===== src/design/etbg_pkg.sv =====
// shared types and constants of the enveloped tone burst generator
package etbg_pkg;

  // configuration port widths
  localparam int CFG_INDEX_W = 3;
  localparam int CFG_DATA_W  = 32;

  // configuration register indexes
  localparam logic [CFG_INDEX_W-1:0] CFG_PHASE_STEP    = 3'd0;
  localparam logic [CFG_INDEX_W-1:0] CFG_BURST_LENGTH  = 3'd1;
  localparam logic [CFG_INDEX_W-1:0] CFG_ATTACK_STEP   = 3'd2;
  localparam logic [CFG_INDEX_W-1:0] CFG_RELEASE_START = 3'd3;
  localparam logic [CFG_INDEX_W-1:0] CFG_RELEASE_STEP  = 3'd4;
  localparam logic [CFG_INDEX_W-1:0] CFG_AMPLITUDE     = 3'd5;

  // configuration reset values
  localparam logic [31:0] RST_PHASE_STEP    = 32'd136348168;
  localparam logic [10:0] RST_BURST_LENGTH  = 11'd1984;
  localparam logic [15:0] RST_ATTACK_STEP   = 16'd248;
  localparam logic [10:0] RST_RELEASE_START = 11'd1103;
  localparam logic [15:0] RST_RELEASE_STEP  = 16'd37;
  localparam logic [14:0] RST_AMPLITUDE     = 15'd32000;

  // envelope full scale (1.0 in q1.15) and sine peak
  localparam logic [16:0] ENV_ONE    = 17'd32768;
  localparam logic [15:0] SINE_PEAK  = 16'd32767;

  // q30 constants for building the quarter-wave table
  localparam logic [63:0] Q30_ONE     = 64'd1 << 30;
  localparam logic [63:0] HALF_PI_Q30 = 64'd1686629713;

  // request queue depth between front and back
  localparam int QUEUE_DEPTH = 4;

  // configuration register set
  typedef struct packed {
    logic [31:0] phase_step;
    logic [10:0] burst_length;
    logic [15:0] attack_step;
    logic [10:0] release_start;
    logic [15:0] release_step;
    logic [14:0] amplitude;
  } cfg_t;

  // control flags of one queued sample job
  typedef struct packed {
    logic active;
    logic last;
    logic neg;
    logic peak;
  } job_ctl_t;

endpackage


===== src/design/etbg_channels.sv =====
// handshake channel interfaces: input tick, result sample, configuration write
interface etbg_in_if;
  logic valid;
  logic ready;
  logic start_req;

  modport source (output valid, output start_req, input ready);
  modport sink (input valid, input start_req, output ready);
endinterface

interface etbg_out_if;
  logic        valid;
  logic        ready;
  logic [15:0] sample;
  logic        active;
  logic        last;

  modport source (output valid, output sample, output active, output last, input ready);
  modport sink (input valid, input sample, input active, input last, output ready);
endinterface

interface etbg_cfg_if;
  import etbg_pkg::*;
  logic                   valid;
  logic                   ready;
  logic [CFG_INDEX_W-1:0] index;
  logic [CFG_DATA_W-1:0]  data;

  modport source (output valid, output index, output data, input ready);
  modport sink (input valid, input index, input data, output ready);
endinterface


===== src/design/etbg_front.sv =====
// front end: accepts ticks, advances phase, index and envelope, emits sample jobs
module etbg_front #(
  parameter int LUT_DEPTH   = 256,
  parameter int PHASE_WIDTH = 32,
  parameter int AW          = 8
) (
  input  logic                clk,
  input  logic                rst_n,
  etbg_in_if.sink             in_ch,
  input  etbg_pkg::cfg_t      cfg,
  input  logic                q_full,
  output logic                push,
  output etbg_pkg::job_ctl_t  job_ctl,
  output logic [15:0]         job_env,
  output logic [AW-1:0]       job_addr
);
  import etbg_pkg::*;

  localparam int PW = PHASE_WIDTH;
  localparam int PRODW = PW + AW - 1;

  logic [PW-1:0] phase_r, phase_nxt;
  logic [10:0]   index_r, index_nxt;
  logic [15:0]   env_r, env_nxt;
  logic          running_r, running_nxt;

  logic          accept;
  logic          run_eff;
  logic [PW-1:0] phase_eff;
  logic [10:0]   index_eff;
  logic [15:0]   env_eff;
  logic [1:0]    quad;
  logic [PRODW-1:0] idx_prod;
  logic [AW-1:0] idx;
  logic [AW:0]   mirror;
  logic          is_last;
  logic [16:0]   env_sum;

  assign in_ch.ready = !q_full;
  assign accept = in_ch.valid && !q_full;

  // state as seen by this request, after a start request
  assign run_eff   = in_ch.start_req || running_r;
  assign phase_eff = in_ch.start_req ? '0 : phase_r;
  assign index_eff = in_ch.start_req ? '0 : index_r;
  assign env_eff   = in_ch.start_req ? '0 : env_r;

  // table address from the phase: quadrant and scaled fraction
  assign quad     = phase_eff[PW-1:PW-2];
  assign idx_prod = PRODW'(phase_eff[PW-3:0]) * PRODW'(LUT_DEPTH);
  assign idx      = idx_prod[PW+AW-3:PW-2];
  assign mirror   = (AW+1)'(LUT_DEPTH) - {1'b0, idx};

  assign is_last = (index_eff == (cfg.burst_length - 11'd1));

  // job toward the back end
  always_comb begin
    push             = accept;
    job_ctl.active   = run_eff;
    job_ctl.last     = run_eff && is_last;
    job_ctl.neg      = run_eff && quad[1];
    job_ctl.peak     = quad[0] && (idx == '0);
    job_env          = run_eff ? env_eff : 16'd0;
    job_addr         = quad[0] ? mirror[AW-1:0] : idx;
  end

  // next burst state
  always_comb begin
    phase_nxt   = phase_r;
    index_nxt   = index_r;
    env_nxt     = env_r;
    running_nxt = running_r;
    env_sum     = {1'b0, env_eff} + {1'b0, cfg.attack_step};
    if (accept && run_eff) begin
      phase_nxt   = phase_eff + PW'(cfg.phase_step);
      index_nxt   = index_eff + 11'd1;
      running_nxt = !is_last;
      if (index_nxt >= cfg.release_start) begin
        env_nxt = (env_eff > cfg.release_step) ? env_eff - cfg.release_step : 16'd0;
      end else begin
        env_nxt = (env_sum > ENV_ONE) ? ENV_ONE[15:0] : env_sum[15:0];
      end
    end
  end

  always_ff @(posedge clk) begin
    if (!rst_n) begin
      phase_r   <= '0;
      index_r   <= '0;
      env_r     <= '0;
      running_r <= 1'b0;
    end else begin
      phase_r   <= phase_nxt;
      index_r   <= index_nxt;
      env_r     <= env_nxt;
      running_r <= running_nxt;
    end
  end

endmodule


===== src/design/etbg_queue.sv =====
// short request queue between front and back end
module etbg_queue #(
  parameter int WIDTH = 28,
  parameter int DEPTH = 4
) (
  input  logic             clk,
  input  logic             rst_n,
  input  logic             push,
  input  logic [WIDTH-1:0] push_data,
  output logic             full,
  input  logic             pop,
  output logic             not_empty,
  output logic [WIDTH-1:0] pop_data
);

  localparam int PTRW = (DEPTH > 1) ? $clog2(DEPTH) : 1;
  localparam int CNTW = $clog2(DEPTH + 1);

  logic [WIDTH-1:0] mem_r [DEPTH];
  logic [PTRW-1:0]  wr_ptr_r, wr_ptr_nxt;
  logic [PTRW-1:0]  rd_ptr_r, rd_ptr_nxt;
  logic [CNTW-1:0]  count_r, count_nxt;
  logic             do_push, do_pop;

  assign full      = (count_r == CNTW'(DEPTH));
  assign not_empty = (count_r != '0);
  assign pop_data  = mem_r[rd_ptr_r];
  assign do_push   = push && !full;
  assign do_pop    = pop && not_empty;

  // pointer and fill count update
  always_comb begin
    wr_ptr_nxt = wr_ptr_r;
    rd_ptr_nxt = rd_ptr_r;
    count_nxt  = count_r;
    if (do_push) begin
      wr_ptr_nxt = (wr_ptr_r == PTRW'(DEPTH - 1)) ? '0 : wr_ptr_r + 1'b1;
    end
    if (do_pop) begin
      rd_ptr_nxt = (rd_ptr_r == PTRW'(DEPTH - 1)) ? '0 : rd_ptr_r + 1'b1;
    end
    if (do_push && !do_pop) begin
      count_nxt = count_r + 1'b1;
    end else if (do_pop && !do_push) begin
      count_nxt = count_r - 1'b1;
    end
  end

  always_ff @(posedge clk) begin
    if (!rst_n) begin
      wr_ptr_r <= '0;
      rd_ptr_r <= '0;
      count_r  <= '0;
    end else begin
      wr_ptr_r <= wr_ptr_nxt;
      rd_ptr_r <= rd_ptr_nxt;
      count_r  <= count_nxt;
    end
  end

  // storage, no reset
  always_ff @(posedge clk) begin
    if (do_push) begin
      mem_r[wr_ptr_r] <= push_data;
    end
  end

endmodule


===== src/design/etbg_back.sv =====
// back end: sine table read, envelope and amplitude scaling, sign, output register
module etbg_back #(
  parameter int LUT_DEPTH = 256,
  parameter int AW        = 8
) (
  input  logic                clk,
  input  logic                rst_n,
  input  logic                q_not_empty,
  input  etbg_pkg::job_ctl_t  q_ctl,
  input  logic [15:0]         q_env,
  input  logic [AW-1:0]       q_addr,
  output logic                pop,
  input  logic [14:0]         amplitude,
  etbg_out_if.source          out_ch
);
  import etbg_pkg::*;

  // quarter-wave sine, q30 odd polynomial through x^11, rounded to q15
  function automatic logic [15:0] sine_value(input int i);
    logic [63:0] x, x2, t, s, q;
    x  = (64'(i) * HALF_PI_Q30) / 64'(LUT_DEPTH);
    x2 = (x * x) >> 30;
    t  = Q30_ONE - x2 / 64'd110;
    t  = Q30_ONE - ((x2 * t) >> 30) / 64'd72;
    t  = Q30_ONE - ((x2 * t) >> 30) / 64'd42;
    t  = Q30_ONE - ((x2 * t) >> 30) / 64'd20;
    t  = Q30_ONE - ((x2 * t) >> 30) / 64'd6;
    s  = (x * t) >> 30;
    q  = (s + (64'd1 << 14)) >> 15;
    if (q > 64'(SINE_PEAK)) begin
      q = 64'(SINE_PEAK);
    end
    return q[15:0];
  endfunction

  logic [15:0] sine_rom [LUT_DEPTH];

  // constant table, one entry per address
  for (genvar g = 0; g < LUT_DEPTH; g++) begin : g_sine_rom
    localparam logic [15:0] SINE_VAL = sine_value(g);
    assign sine_rom[g] = SINE_VAL;
  end

  logic        advance;

  logic        s1_valid_r;
  job_ctl_t    s1_ctl_r;
  logic [15:0] s1_env_r;
  logic [15:0] s1_sine_r;

  logic        s2_valid_r;
  job_ctl_t    s2_ctl_r;
  logic [14:0] s2_mag_r;

  logic        out_valid_r;
  logic [15:0] out_sample_r;
  logic        out_active_r;
  logic        out_last_r;

  logic [31:0] env_prod;
  logic [29:0] amp_prod;
  logic [15:0] mag_ext;

  // whole pipeline moves when the output register is free or being taken
  assign advance = !out_valid_r || out_ch.ready;
  assign pop     = advance && q_not_empty;

  assign env_prod = {16'd0, s1_sine_r} * {16'd0, s1_env_r};
  assign amp_prod = {15'd0, s2_mag_r} * {15'd0, amplitude};
  assign mag_ext  = {1'b0, amp_prod[29:15]};

  // valid bits
  always_ff @(posedge clk) begin
    if (!rst_n) begin
      s1_valid_r  <= 1'b0;
      s2_valid_r  <= 1'b0;
      out_valid_r <= 1'b0;
    end else if (advance) begin
      s1_valid_r  <= q_not_empty;
      s2_valid_r  <= s1_valid_r;
      out_valid_r <= s2_valid_r;
    end
  end

  // payload stages
  always_ff @(posedge clk) begin
    if (advance) begin
      s1_ctl_r     <= q_ctl;
      s1_env_r     <= q_env;
      s1_sine_r    <= q_ctl.peak ? SINE_PEAK : sine_rom[q_addr];
      s2_ctl_r     <= s1_ctl_r;
      s2_mag_r     <= env_prod[29:15];
      out_sample_r <= s2_ctl_r.neg ? (16'd0 - mag_ext) : mag_ext;
      out_active_r <= s2_ctl_r.active;
      out_last_r   <= s2_ctl_r.last;
    end
  end

  assign out_ch.valid  = out_valid_r;
  assign out_ch.sample = out_sample_r;
  assign out_ch.active = out_active_r;
  assign out_ch.last   = out_last_r;

endmodule


===== src/design/enveloped_tone_burst_generator.sv =====
// top level: configuration registers, front end, request queue, back end
// an accepted sample request passes through the request queue, then the s1, s2 and output registers
// throughput: one request per cycle, held up only when the result side stalls
// the front end state update adds to phase and index and steps the envelope up or down per request
// reset (synchronous, rst_n low): idle, no burst running, registers at defaults,
// queue and pipeline empty; no clearing pass
module enveloped_tone_burst_generator #(
  parameter int LUT_DEPTH   = 256,
  parameter int PHASE_WIDTH = 32
) (
  input  logic        clk,
  input  logic        rst_n,
  etbg_in_if.sink     in_ch,
  etbg_out_if.source  out_ch,
  etbg_cfg_if.sink    cfg_ch
);
  import etbg_pkg::*;

  localparam int AW   = $clog2(LUT_DEPTH);
  localparam int CTLW = $bits(job_ctl_t);
  localparam int QW   = CTLW + 16 + AW;

  cfg_t          cfg_r, cfg_nxt;

  logic          push;
  job_ctl_t      f_ctl;
  logic [15:0]   f_env;
  logic [AW-1:0] f_addr;
  logic          q_full;
  logic          q_not_empty;
  logic          pop;
  logic [QW-1:0] q_data;
  job_ctl_t      b_ctl;
  logic [15:0]   b_env;
  logic [AW-1:0] b_addr;

  // configuration writes, unknown indexes ignored
  assign cfg_ch.ready = 1'b1;

  always_comb begin
    cfg_nxt = cfg_r;
    if (cfg_ch.valid) begin
      unique case (cfg_ch.index)
        CFG_PHASE_STEP:    cfg_nxt.phase_step    = cfg_ch.data[31:0];
        CFG_BURST_LENGTH:  cfg_nxt.burst_length  = cfg_ch.data[10:0];
        CFG_ATTACK_STEP:   cfg_nxt.attack_step   = cfg_ch.data[15:0];
        CFG_RELEASE_START: cfg_nxt.release_start = cfg_ch.data[10:0];
        CFG_RELEASE_STEP:  cfg_nxt.release_step  = cfg_ch.data[15:0];
        CFG_AMPLITUDE:     cfg_nxt.amplitude     = cfg_ch.data[14:0];
        default: begin
        end
      endcase
    end
  end

  always_ff @(posedge clk) begin
    if (!rst_n) begin
      cfg_r.phase_step    <= RST_PHASE_STEP;
      cfg_r.burst_length  <= RST_BURST_LENGTH;
      cfg_r.attack_step   <= RST_ATTACK_STEP;
      cfg_r.release_start <= RST_RELEASE_START;
      cfg_r.release_step  <= RST_RELEASE_STEP;
      cfg_r.amplitude     <= RST_AMPLITUDE;
    end else begin
      cfg_r <= cfg_nxt;
    end
  end

  // front end
  etbg_front #(
    .LUT_DEPTH   (LUT_DEPTH),
    .PHASE_WIDTH (PHASE_WIDTH),
    .AW          (AW)
  ) u_front (
    .clk      (clk),
    .rst_n    (rst_n),
    .in_ch    (in_ch),
    .cfg      (cfg_r),
    .q_full   (q_full),
    .push     (push),
    .job_ctl  (f_ctl),
    .job_env  (f_env),
    .job_addr (f_addr)
  );

  // request queue
  etbg_queue #(
    .WIDTH (QW),
    .DEPTH (QUEUE_DEPTH)
  ) u_queue (
    .clk       (clk),
    .rst_n     (rst_n),
    .push      (push),
    .push_data ({f_ctl, f_env, f_addr}),
    .full      (q_full),
    .pop       (pop),
    .not_empty (q_not_empty),
    .pop_data  (q_data)
  );

  assign b_ctl  = q_data[QW-1:QW-CTLW];
  assign b_env  = q_data[AW+15:AW];
  assign b_addr = q_data[AW-1:0];

  // back end
  etbg_back #(
    .LUT_DEPTH (LUT_DEPTH),
    .AW        (AW)
  ) u_back (
    .clk         (clk),
    .rst_n       (rst_n),
    .q_not_empty (q_not_empty),
    .q_ctl       (b_ctl),
    .q_env       (b_env),
    .q_addr      (b_addr),
    .pop         (pop),
    .amplitude   (cfg_r.amplitude),
    .out_ch      (out_ch)
  );

endmodule

===== src/flat_wrapper.sv =====
// flat-port wrapper written by rule: the top's interface ports become plain ports
module enveloped_tone_burst_generator_flat import etbg_pkg::*;
#(
  parameter int LUT_DEPTH   = 256,
  parameter int PHASE_WIDTH = 32
)
  (clk, rst_n, in_ch_valid, in_ch_start_req, in_ch_ready, out_ch_valid, out_ch_sample, out_ch_active, out_ch_last, out_ch_ready, cfg_ch_valid, cfg_ch_index, cfg_ch_data, cfg_ch_ready);
  etbg_in_if in_ch_i ();
  etbg_out_if out_ch_i ();
  etbg_cfg_if cfg_ch_i ();
  input  logic clk;
  input  logic rst_n;
  input wire logic [$bits(in_ch_i.valid)-1:0] in_ch_valid;
  input wire logic [$bits(in_ch_i.start_req)-1:0] in_ch_start_req;
  output wire logic [$bits(in_ch_i.ready)-1:0] in_ch_ready;
  output wire logic [$bits(out_ch_i.valid)-1:0] out_ch_valid;
  output wire logic [$bits(out_ch_i.sample)-1:0] out_ch_sample;
  output wire logic [$bits(out_ch_i.active)-1:0] out_ch_active;
  output wire logic [$bits(out_ch_i.last)-1:0] out_ch_last;
  input wire logic [$bits(out_ch_i.ready)-1:0] out_ch_ready;
  input wire logic [$bits(cfg_ch_i.valid)-1:0] cfg_ch_valid;
  input wire logic [$bits(cfg_ch_i.index)-1:0] cfg_ch_index;
  input wire logic [$bits(cfg_ch_i.data)-1:0] cfg_ch_data;
  output wire logic [$bits(cfg_ch_i.ready)-1:0] cfg_ch_ready;
  assign in_ch_i.valid = in_ch_valid;
  assign in_ch_i.start_req = in_ch_start_req;
  assign in_ch_ready = in_ch_i.ready;
  assign out_ch_valid = out_ch_i.valid;
  assign out_ch_sample = out_ch_i.sample;
  assign out_ch_active = out_ch_i.active;
  assign out_ch_last = out_ch_i.last;
  assign out_ch_i.ready = out_ch_ready;
  assign cfg_ch_i.valid = cfg_ch_valid;
  assign cfg_ch_i.index = cfg_ch_index;
  assign cfg_ch_i.data = cfg_ch_data;
  assign cfg_ch_ready = cfg_ch_i.ready;
  enveloped_tone_burst_generator #(.LUT_DEPTH(LUT_DEPTH), .PHASE_WIDTH(PHASE_WIDTH)) u_core (.clk(clk), .rst_n(rst_n), .in_ch(in_ch_i), .out_ch(out_ch_i), .cfg_ch(cfg_ch_i));
endmodule

===== config.mk =====
export PLATFORM = sky130hd
export DESIGN_NAME = enveloped_tone_burst_generator_flat
export DESIGN_NICKNAME = d
export VERILOG_FILES = /design/src/design/etbg_pkg.sv /design/src/design/etbg_channels.sv /design/src/design/etbg_front.sv /design/src/design/etbg_queue.sv /design/src/design/etbg_back.sv /design/src/design/enveloped_tone_burst_generator.sv /design/src/flat_wrapper.sv
export SDC_FILE = /design/constraint.sdc
export NUM_CORES = 2
export LEC_CHECK = 0
export ABC_AREA = 0
export ABC_CLOCK_PERIOD_IN_PS = 14100
export BUFFER_PORTS_ARGS = -buffer_cell sky130_fd_sc_hd__buf_2
export CORE_ASPECT_RATIO = 2
export CORE_MARGIN = 2
export CORE_UTILIZATION = 25
export DETAILED_ROUTE_END_ITERATION = 6
export SYNTH_ARGS = -nofsm -noshare
export SYNTH_HDL_FRONTEND = slang
export SYNTH_SLANG_ARGS = --single-unit

===== constraint.sdc =====
create_clock -name clk -period 14.1 [get_ports clk]
set_input_delay 1.41 -clock clk [delete_from_list [all_inputs] [get_ports clk]]
set_output_delay 1.41 -clock clk [all_outputs]
set_load 0.01 [all_outputs]

== After elaboration in Yosys (flattened, before gate mapping) ==
Memory sizes are Yosys's and may differ from the RTL's. A register that Yosys moved wholly into a read port is not among the register bits.
Index checks and enable logic that the tools add are counted.

* $add $sub $neg: 11
* Multipliers: 2
* Magnitude comparators: 3
* Equality and inequality tests: 9
* Mux-type cells: 17
* Bitwise operators: 1
* Reduce and logical (&&, ||, !) cells: 27

{| class="wikitable"
|+ Operators by type and width
! cell !! number
|-
| two-way mux 16 bit || 5
|-
| adder 32 bit || 1
|-
| two-way mux 32 bit || 1
|-
| multiplier 15 x 15 -> 30 bit || 1
|-
| multiplier 16 x 16 -> 30 bit || 1
|-
| adder 16 x 16 -> 17 bit || 1
|-
| greater-than comparator 17 x 16 -> 1 bit (second input constant) || 1
|-
| greater-than comparator 16 bit || 1
|-
| subtractor 1 x 15 -> 16 bit (first input constant) || 1
|-
| subtractor 16 bit || 1
|-
| two-way mux 15 bit || 1
|-
| AND reduction 2 bit || 6
|-
| adder 11 x 1 -> 11 bit (second input constant) || 1
|-
| equality test 11 bit || 1
|-
| >= comparator 11 bit || 1
|-
| two-way mux 11 bit || 1
|-
| subtractor 11 x 1 -> 11 bit (second input constant) || 1
|-
| logical AND 1 bit || 10
|-
| equality test 3 bit (second input constant) || 3
|-
| inverter 8 -> 9 bit || 1
|-
| logical NOT 8 bit || 1
|-
| two-way mux 2 bit || 4
|-
| two-way mux 8 bit || 1
|-
| subtractor 1 x 8 -> 8 bit (first input constant) || 1
|-
| 13 further kinds || 23
|}

* Register bits: 226
* Memory bits (writable): 112
* ROM bits: 4096
* Input port bits: 41
* Output and inout port bits: 21
* Word-level logic and storage cells: 100
* Memories: 2

{| class="wikitable"
|+ Memory list
! memory !! words !! bits a word !! rd ports !! clocked after memory_dff !! wr ports !! RTL line !! source
|-
| (name not given) || 256 || 16 || 1 || 1 || 0 || etbg_back.sv:90 || <nowiki>s1_sine_r <= q_ctl.peak ? SINE_PEAK : sine_rom[q_addr];</nowiki>
|-
| u_core.u_queue.mem_r || 4 || 28 || 1 || 1 || 1 || etbg_queue.sv:19 || <nowiki>logic [WIDTH-1:0] mem_r [DEPTH];</nowiki>
|}

== Longest topological paths before layout ==
* Depth in word-level cells: 8
* Gate-level depth with buffers: 26
* Mapped depth without buffers: 25

== Hierarchy ==
A second synthesis with hierarchy kept.

* Cell total of the unflattened synthesis: 4150
* Area total of the unflattened synthesis: 37349.6 µm²

{| class="wikitable"
|+ Modules (own cells, without submodules)
! module !! times used !! cells each !! area each (µm²) !! sequential area each (µm²)
|-
| etbg_back || 1 || 2486 || 21089.0 || 2162.1
|-
| etbg_front || 1 || 1071 || 7667.4 || 1201.2
|-
| etbg_queue || 1 || 197 || 4571.9 || 3543.4
|-
| enveloped_tone_burst_generator || 1 || 396 || 4021.4 || 2021.9
|}

== Least setup slack after synthesis ==
OpenSTA, ideal clock, no wires.

* Path type: register to register
* Start point: register u_core.u_back.s2_mag_r[7]
* End point: register u_core.u_back.out_sample_r[15] (netlist: u_core.u_back.out_ch.sample[15]), data pin
* Library setup time: 0.254 ns
* Arrival time: 6.661 ns
* Required time: 13.846 ns
* Path slack: 7.185 ns
* Cell stages (with the launch flop): 25
* Buffers on the path: 1
* Clock period less this slack: 6.915 ns
* Cells stage by stage: edfxtp_1 -> clkbuf_1 -> and2_1 -> fa_1 -> inv_1 -> fa_1 -> inv_1 -> fa_1 -> inv_1 -> fa_1 -> inv_1 -> fa_1 -> inv_1 -> fa_1 -> inv_1 -> ha_1 -> a21o_1 -> nand3b_4 -> o221ai_4 -> o31ai_2 -> mux2_4 -> a211o_1 -> a211o_1 -> or4_1 -> o21a_1

* Cells in the longest elaborated chain, start to end: 2

{| class="wikitable"
|+ RTL lines
! item !! RTL line !! source
|-
| from (decl) || etbg_back.sv:53 || <nowiki>logic [14:0] s2_mag_r;</nowiki>
|-
| from (signal assigned) || etbg_back.sv:92 || <nowiki>s2_mag_r <= env_prod[29:15];</nowiki>
|-
| multiplier 15 x 15 -> 30 bit || etbg_back.sv:69 || <nowiki>assign amp_prod = {15'd0, s2_mag_r} * {15'd0, amplitude};</nowiki>
|-
| subtractor 1 x 15 -> 16 bit || etbg_back.sv:93 || <nowiki>out_sample_r <= s2_ctl_r.neg ? (16'd0 - mag_ext) : mag_ext;</nowiki>
|-
| to (signal assigned) || etbg_back.sv:93 ||
|-
| to (decl) || etbg_back.sv:56 || <nowiki>logic [15:0] out_sample_r;</nowiki>
|}

No other way between the ends.
A chain may end at the register's enable or synchronous reset.

== Final worst setup path ==
* Start point: register u_core.u_back.s2_mag_r[10]
* End point: register u_core.u_back.out_sample_r[15] (netlist: u_core.u_back.out_ch.sample[15]), data pin

Same word-level chain as after synthesis.

==> results.py <==
metrics = {
    "logic_synthesis": {
        "syn_area_per_cell_sq_um": 8.79,
        "yosysSeqAreaShare": 0.250,
        "synthCells": 4058,
        "postSynth.asyncResetShare": 0,
        "ys_seq_elements": 355,
        "netlist_area_sq_mm": 0.0357,
        "yosysWarnings": 0,
        "yosys.cell_types.count": 80,
        "yosysMostFrequentCell": "nand2_1",
        "synth_area_leaders": "fa_1, edfxtp_1, ha_1",
        "synth_edf_count": 182,
        "synth.top_cell.area_share": 0.195,
        "yosysTopAreaCell": "fa_1",
        "synth_common_cells": "nand2_1, inv_1, fa_1, ha_1, a21oi_1",
        "syn_nets": 4738,
        "synthFlopType": "edfxtp_1",
    },
    "setup_path": {
        "crit_end": "u_core.u_back.out_ch.sample[15]$_SDFFCE_PN0N_",
        "rr_startpoint": "u_core.u_back.s2_mag_r[10]$_DFFE_PN_",
        "required_ns": 14.47,
        "start_kind": "register",
        "reg2reg_depth": 23,
        "crit_path_start": "u_core.u_back.s2_mag_r[10]$_DFFE_PN_",
        "r2r_slack_ns": 6.77,
        "arrival_ns": 7.70,
        "worstSetupEndpointType": "register",
        "crit_fanout": 15,
        "crit_type": "register to register",
        "r2r-end": "u_core.u_back.out_ch.sample[15]$_SDFFCE_PN0N_",
    },
    "cells_and_area": {
        "drive_gt1_frac": 0.0547,
        "diodes": 0,
        "areaGrowthSynthToFinish_pct": 9.99,
        "regArea_sq_mm": 0.00893,
        "fillers": 15100,
        "multi_input_area_sq_mm": 0.0241,
        "nNetsFinal": 4650,
    },
    "grt": {
        "grt_pass1_vias": 28300,
        "grt_max_degree": 78,
        "antenna_found_initial": 0,
        "grt_use_total": 0.136,
        "overflow": 0,
        "grt_pass1_wl_mm": 160,
    },
    "sta": {
        "max_slew.worst_pin.slew_ns": 1.29,
        "slew_headroom": 0.136,
        "fin_crit_ns": 7.33,
        "timing.final.crit_share": 0.520,
        "clock_skew_ns": 0.0588,
        "fin_hold_ws_ns": 0.417,
        "rsz0062_at_grt": "false",
        "hold_violations": 0,
        "tns_ns": 0,
        "timing.fmax_ghz": 0.136,
        "maxSlewViolCount": 0,
        "finalSetupViolations": 0,
    },
    "cts": {
        "cts_max_level": 2,
        "clock_sinks": 355,
        "path_clk_slew_ns": 0.06,
        "clk_path_buf_depth": 3,
        "clk_latency_ns": 0.62,
        "root_buffer": "clkbuf_16",
        "ctsHoldBuffers": 0,
        "cts_buffers": 42,
        "ctsResizeCount": 0,
        "tritoncts": "done",
        "cts_setup_buffers": 0,
    },
    "outcome": {
        "outcome": "finished clean",
    },
    "floorplan": {
        "core_area_sq_mm": 0.142,
        "num_rows": 196,
        "die_y_um": 538,
        "start_util": 0.251,
        "ios": 62,
        "dieArea_sq_mm": 0.146,
        "die_width_um": 271,
    },
    "routing": {
        "drt_iter0_drc": 2105,
        "vias_per_cell": 4.83,
        "drt-wirelength-per-cell_um": 17.1,
        "routed_wl_mm": 101,
        "dr.pass1.iters": 6,
        "vias": 28400,
        "drc": 0,
        "antenna_left": 0,
    },
    "placement": {
        "hpwl_mm": 73.8,
        "gp_congestion": 0.967,
        "port_buffers": 60,
    },
    "min_path": {
        "hold_class": "register to register",
        "min_from": "u_core.u_back.s1_ctl_r[3]$_DFFE_PN_",
    },
    "flow_run": {
        "cap_violations": 0,
    },
}
[layer usage]
layer / share of wire / routed length (um) / track usage
met1: 0.43 / 43600 / 0.181
met2: 0.47 / 46900 / 0.226
met3: 0.057 / 5740 / 0.0145
met4: 0.043 / 4360 / 0.0539
met5: 0 / 0 / 0
[layout by cell type, fill, tap and decap left out, types with 62 or more instances in the layout]
| master | n |
|---|---|
| nand2_1 | 608 |
| inv_1 | 480 |
| fa_1 | 348 |
| ha_1 | 291 |
| a21oi_1 | 281 |
| and2_1 | 266 |
| nor2_1 | 191 |
| edfxtp_1 | 182 |
| dfxtp_1 | 171 |
| o21ai_0 | 153 |
| nand3_1 | 87 |
| xnor2_1 | 74 |
| nor2b_1 | 69 |
| nor3_1 | 62 |
[worst max-delay path, stage by stage, from the launching register on]
cell and delay [ns]:
edfxtp_1 0.59, and2_1 0.26, fa_1 0.53, inv_1 0.06
fa_1 0.53, inv_1 0.05, fa_1 0.49, inv_1 0.06
fa_1 0.53, inv_1 0.05, fa_1 0.47, inv_1 0.05
fa_1 0.49, inv_1 0.04, ha_1 0.28, nand2_1 0.05
a21oi_1 0.27, o221ai_4 0.19, o31ai_2 0.35, mux2_4 0.34
a211o_1 0.34, a211o_1 0.37, or4_1 0.54, o21a_1 0.17
[metrics by stage]
| step | setup WS [ns] | utilization | std cells | instance area [sq um] |
|---|---|---|---|---|
| floorplan | 7.18 | - | 4058 | 35700 |
| global placement | 6.76 | 0.266 | 5807 | 37700 |
| detailed placement | 6.75 | 0.266 | 5807 | 37700 |
| CTS | 6.75 | 0.276 | 5884 | 39200 |
| global route | 6.47 | 0.276 | 5884 | 39200 |
| finish | 6.77 | 0.276 | 5884 | 39200 |
[flip-flops by register name, summed over array words and instances, names as in the netlist, 3 cells and up, named ones only]
name	cells
u_core.u_front.index_r	11
u_core.u_back.s1_sine_r	15
u_core.cfg_r	101
u_core.u_back.s2_mag_r	15
u_core.u_back.s1_ctl_r	3
u_core.u_front.phase_r	32
u_core.u_front.env_r	16
u_core.u_queue.count_r	3
u_core.u_queue.mem_r	112
u_core.u_back.s2_ctl_r	3
u_core.u_back.s1_env_r	16
u_core.u_back.out_ch.sample	16
[worst min path at each step]
stage / depth (start not counted) / slack, ns / endpoint
floorplan: 0 / 0.40 / u_core.u_back.out_ch.active$_DFFE_PN_
global placement: 0 / 0.40 / u_core.u_back.s2_ctl_r[2]$_DFFE_PN_
detailed placement: 0 / 0.41 / u_core.u_back.out_ch.active$_DFFE_PN_
CTS: 0 / 0.42 / u_core.u_back.s2_ctl_r[2]$_DFFE_PN_
global route: 0 / 0.44 / u_core.u_back.s2_ctl_r[2]$_DFFE_PN_
finish: 0 / 0.42 / u_core.u_back.s2_ctl_r[3]$_DFFE_PN_
[logic make-up (layout without fill, tap and decap cells)]
family                   after synthesis  in the layout  share of synthesized area
flip-flops                           355            355                      0.250
buffers and inverters                709            654                     0.0753
AND/OR/NAND/NOR                     1421           1421                      0.190
XOR/XNOR                             108            108                     0.0265
AO/OA/AOI/OAI                        776            776                      0.138
other                                  1              1                   0.000105
adder cells (fa/ha/maj)              639            639                      0.297
multiplexers                          49             49                     0.0225
[layout make-up]
type / count / area share
Multi-Input combinational cell: 2994 / 0.614
Sequential cell: 355 / 0.228
Tap cell: 1881 / 0.0600
Inverter: 484 / 0.0464
Clock buffer: 56 / 0.0310
Timing Repair Buffer: 93 / 0.0140
Clock inverter: 21 / 0.00683
Power is not shown: default switching activity piles up to over one toggle a cycle in this logic, so the estimate is an artifact.
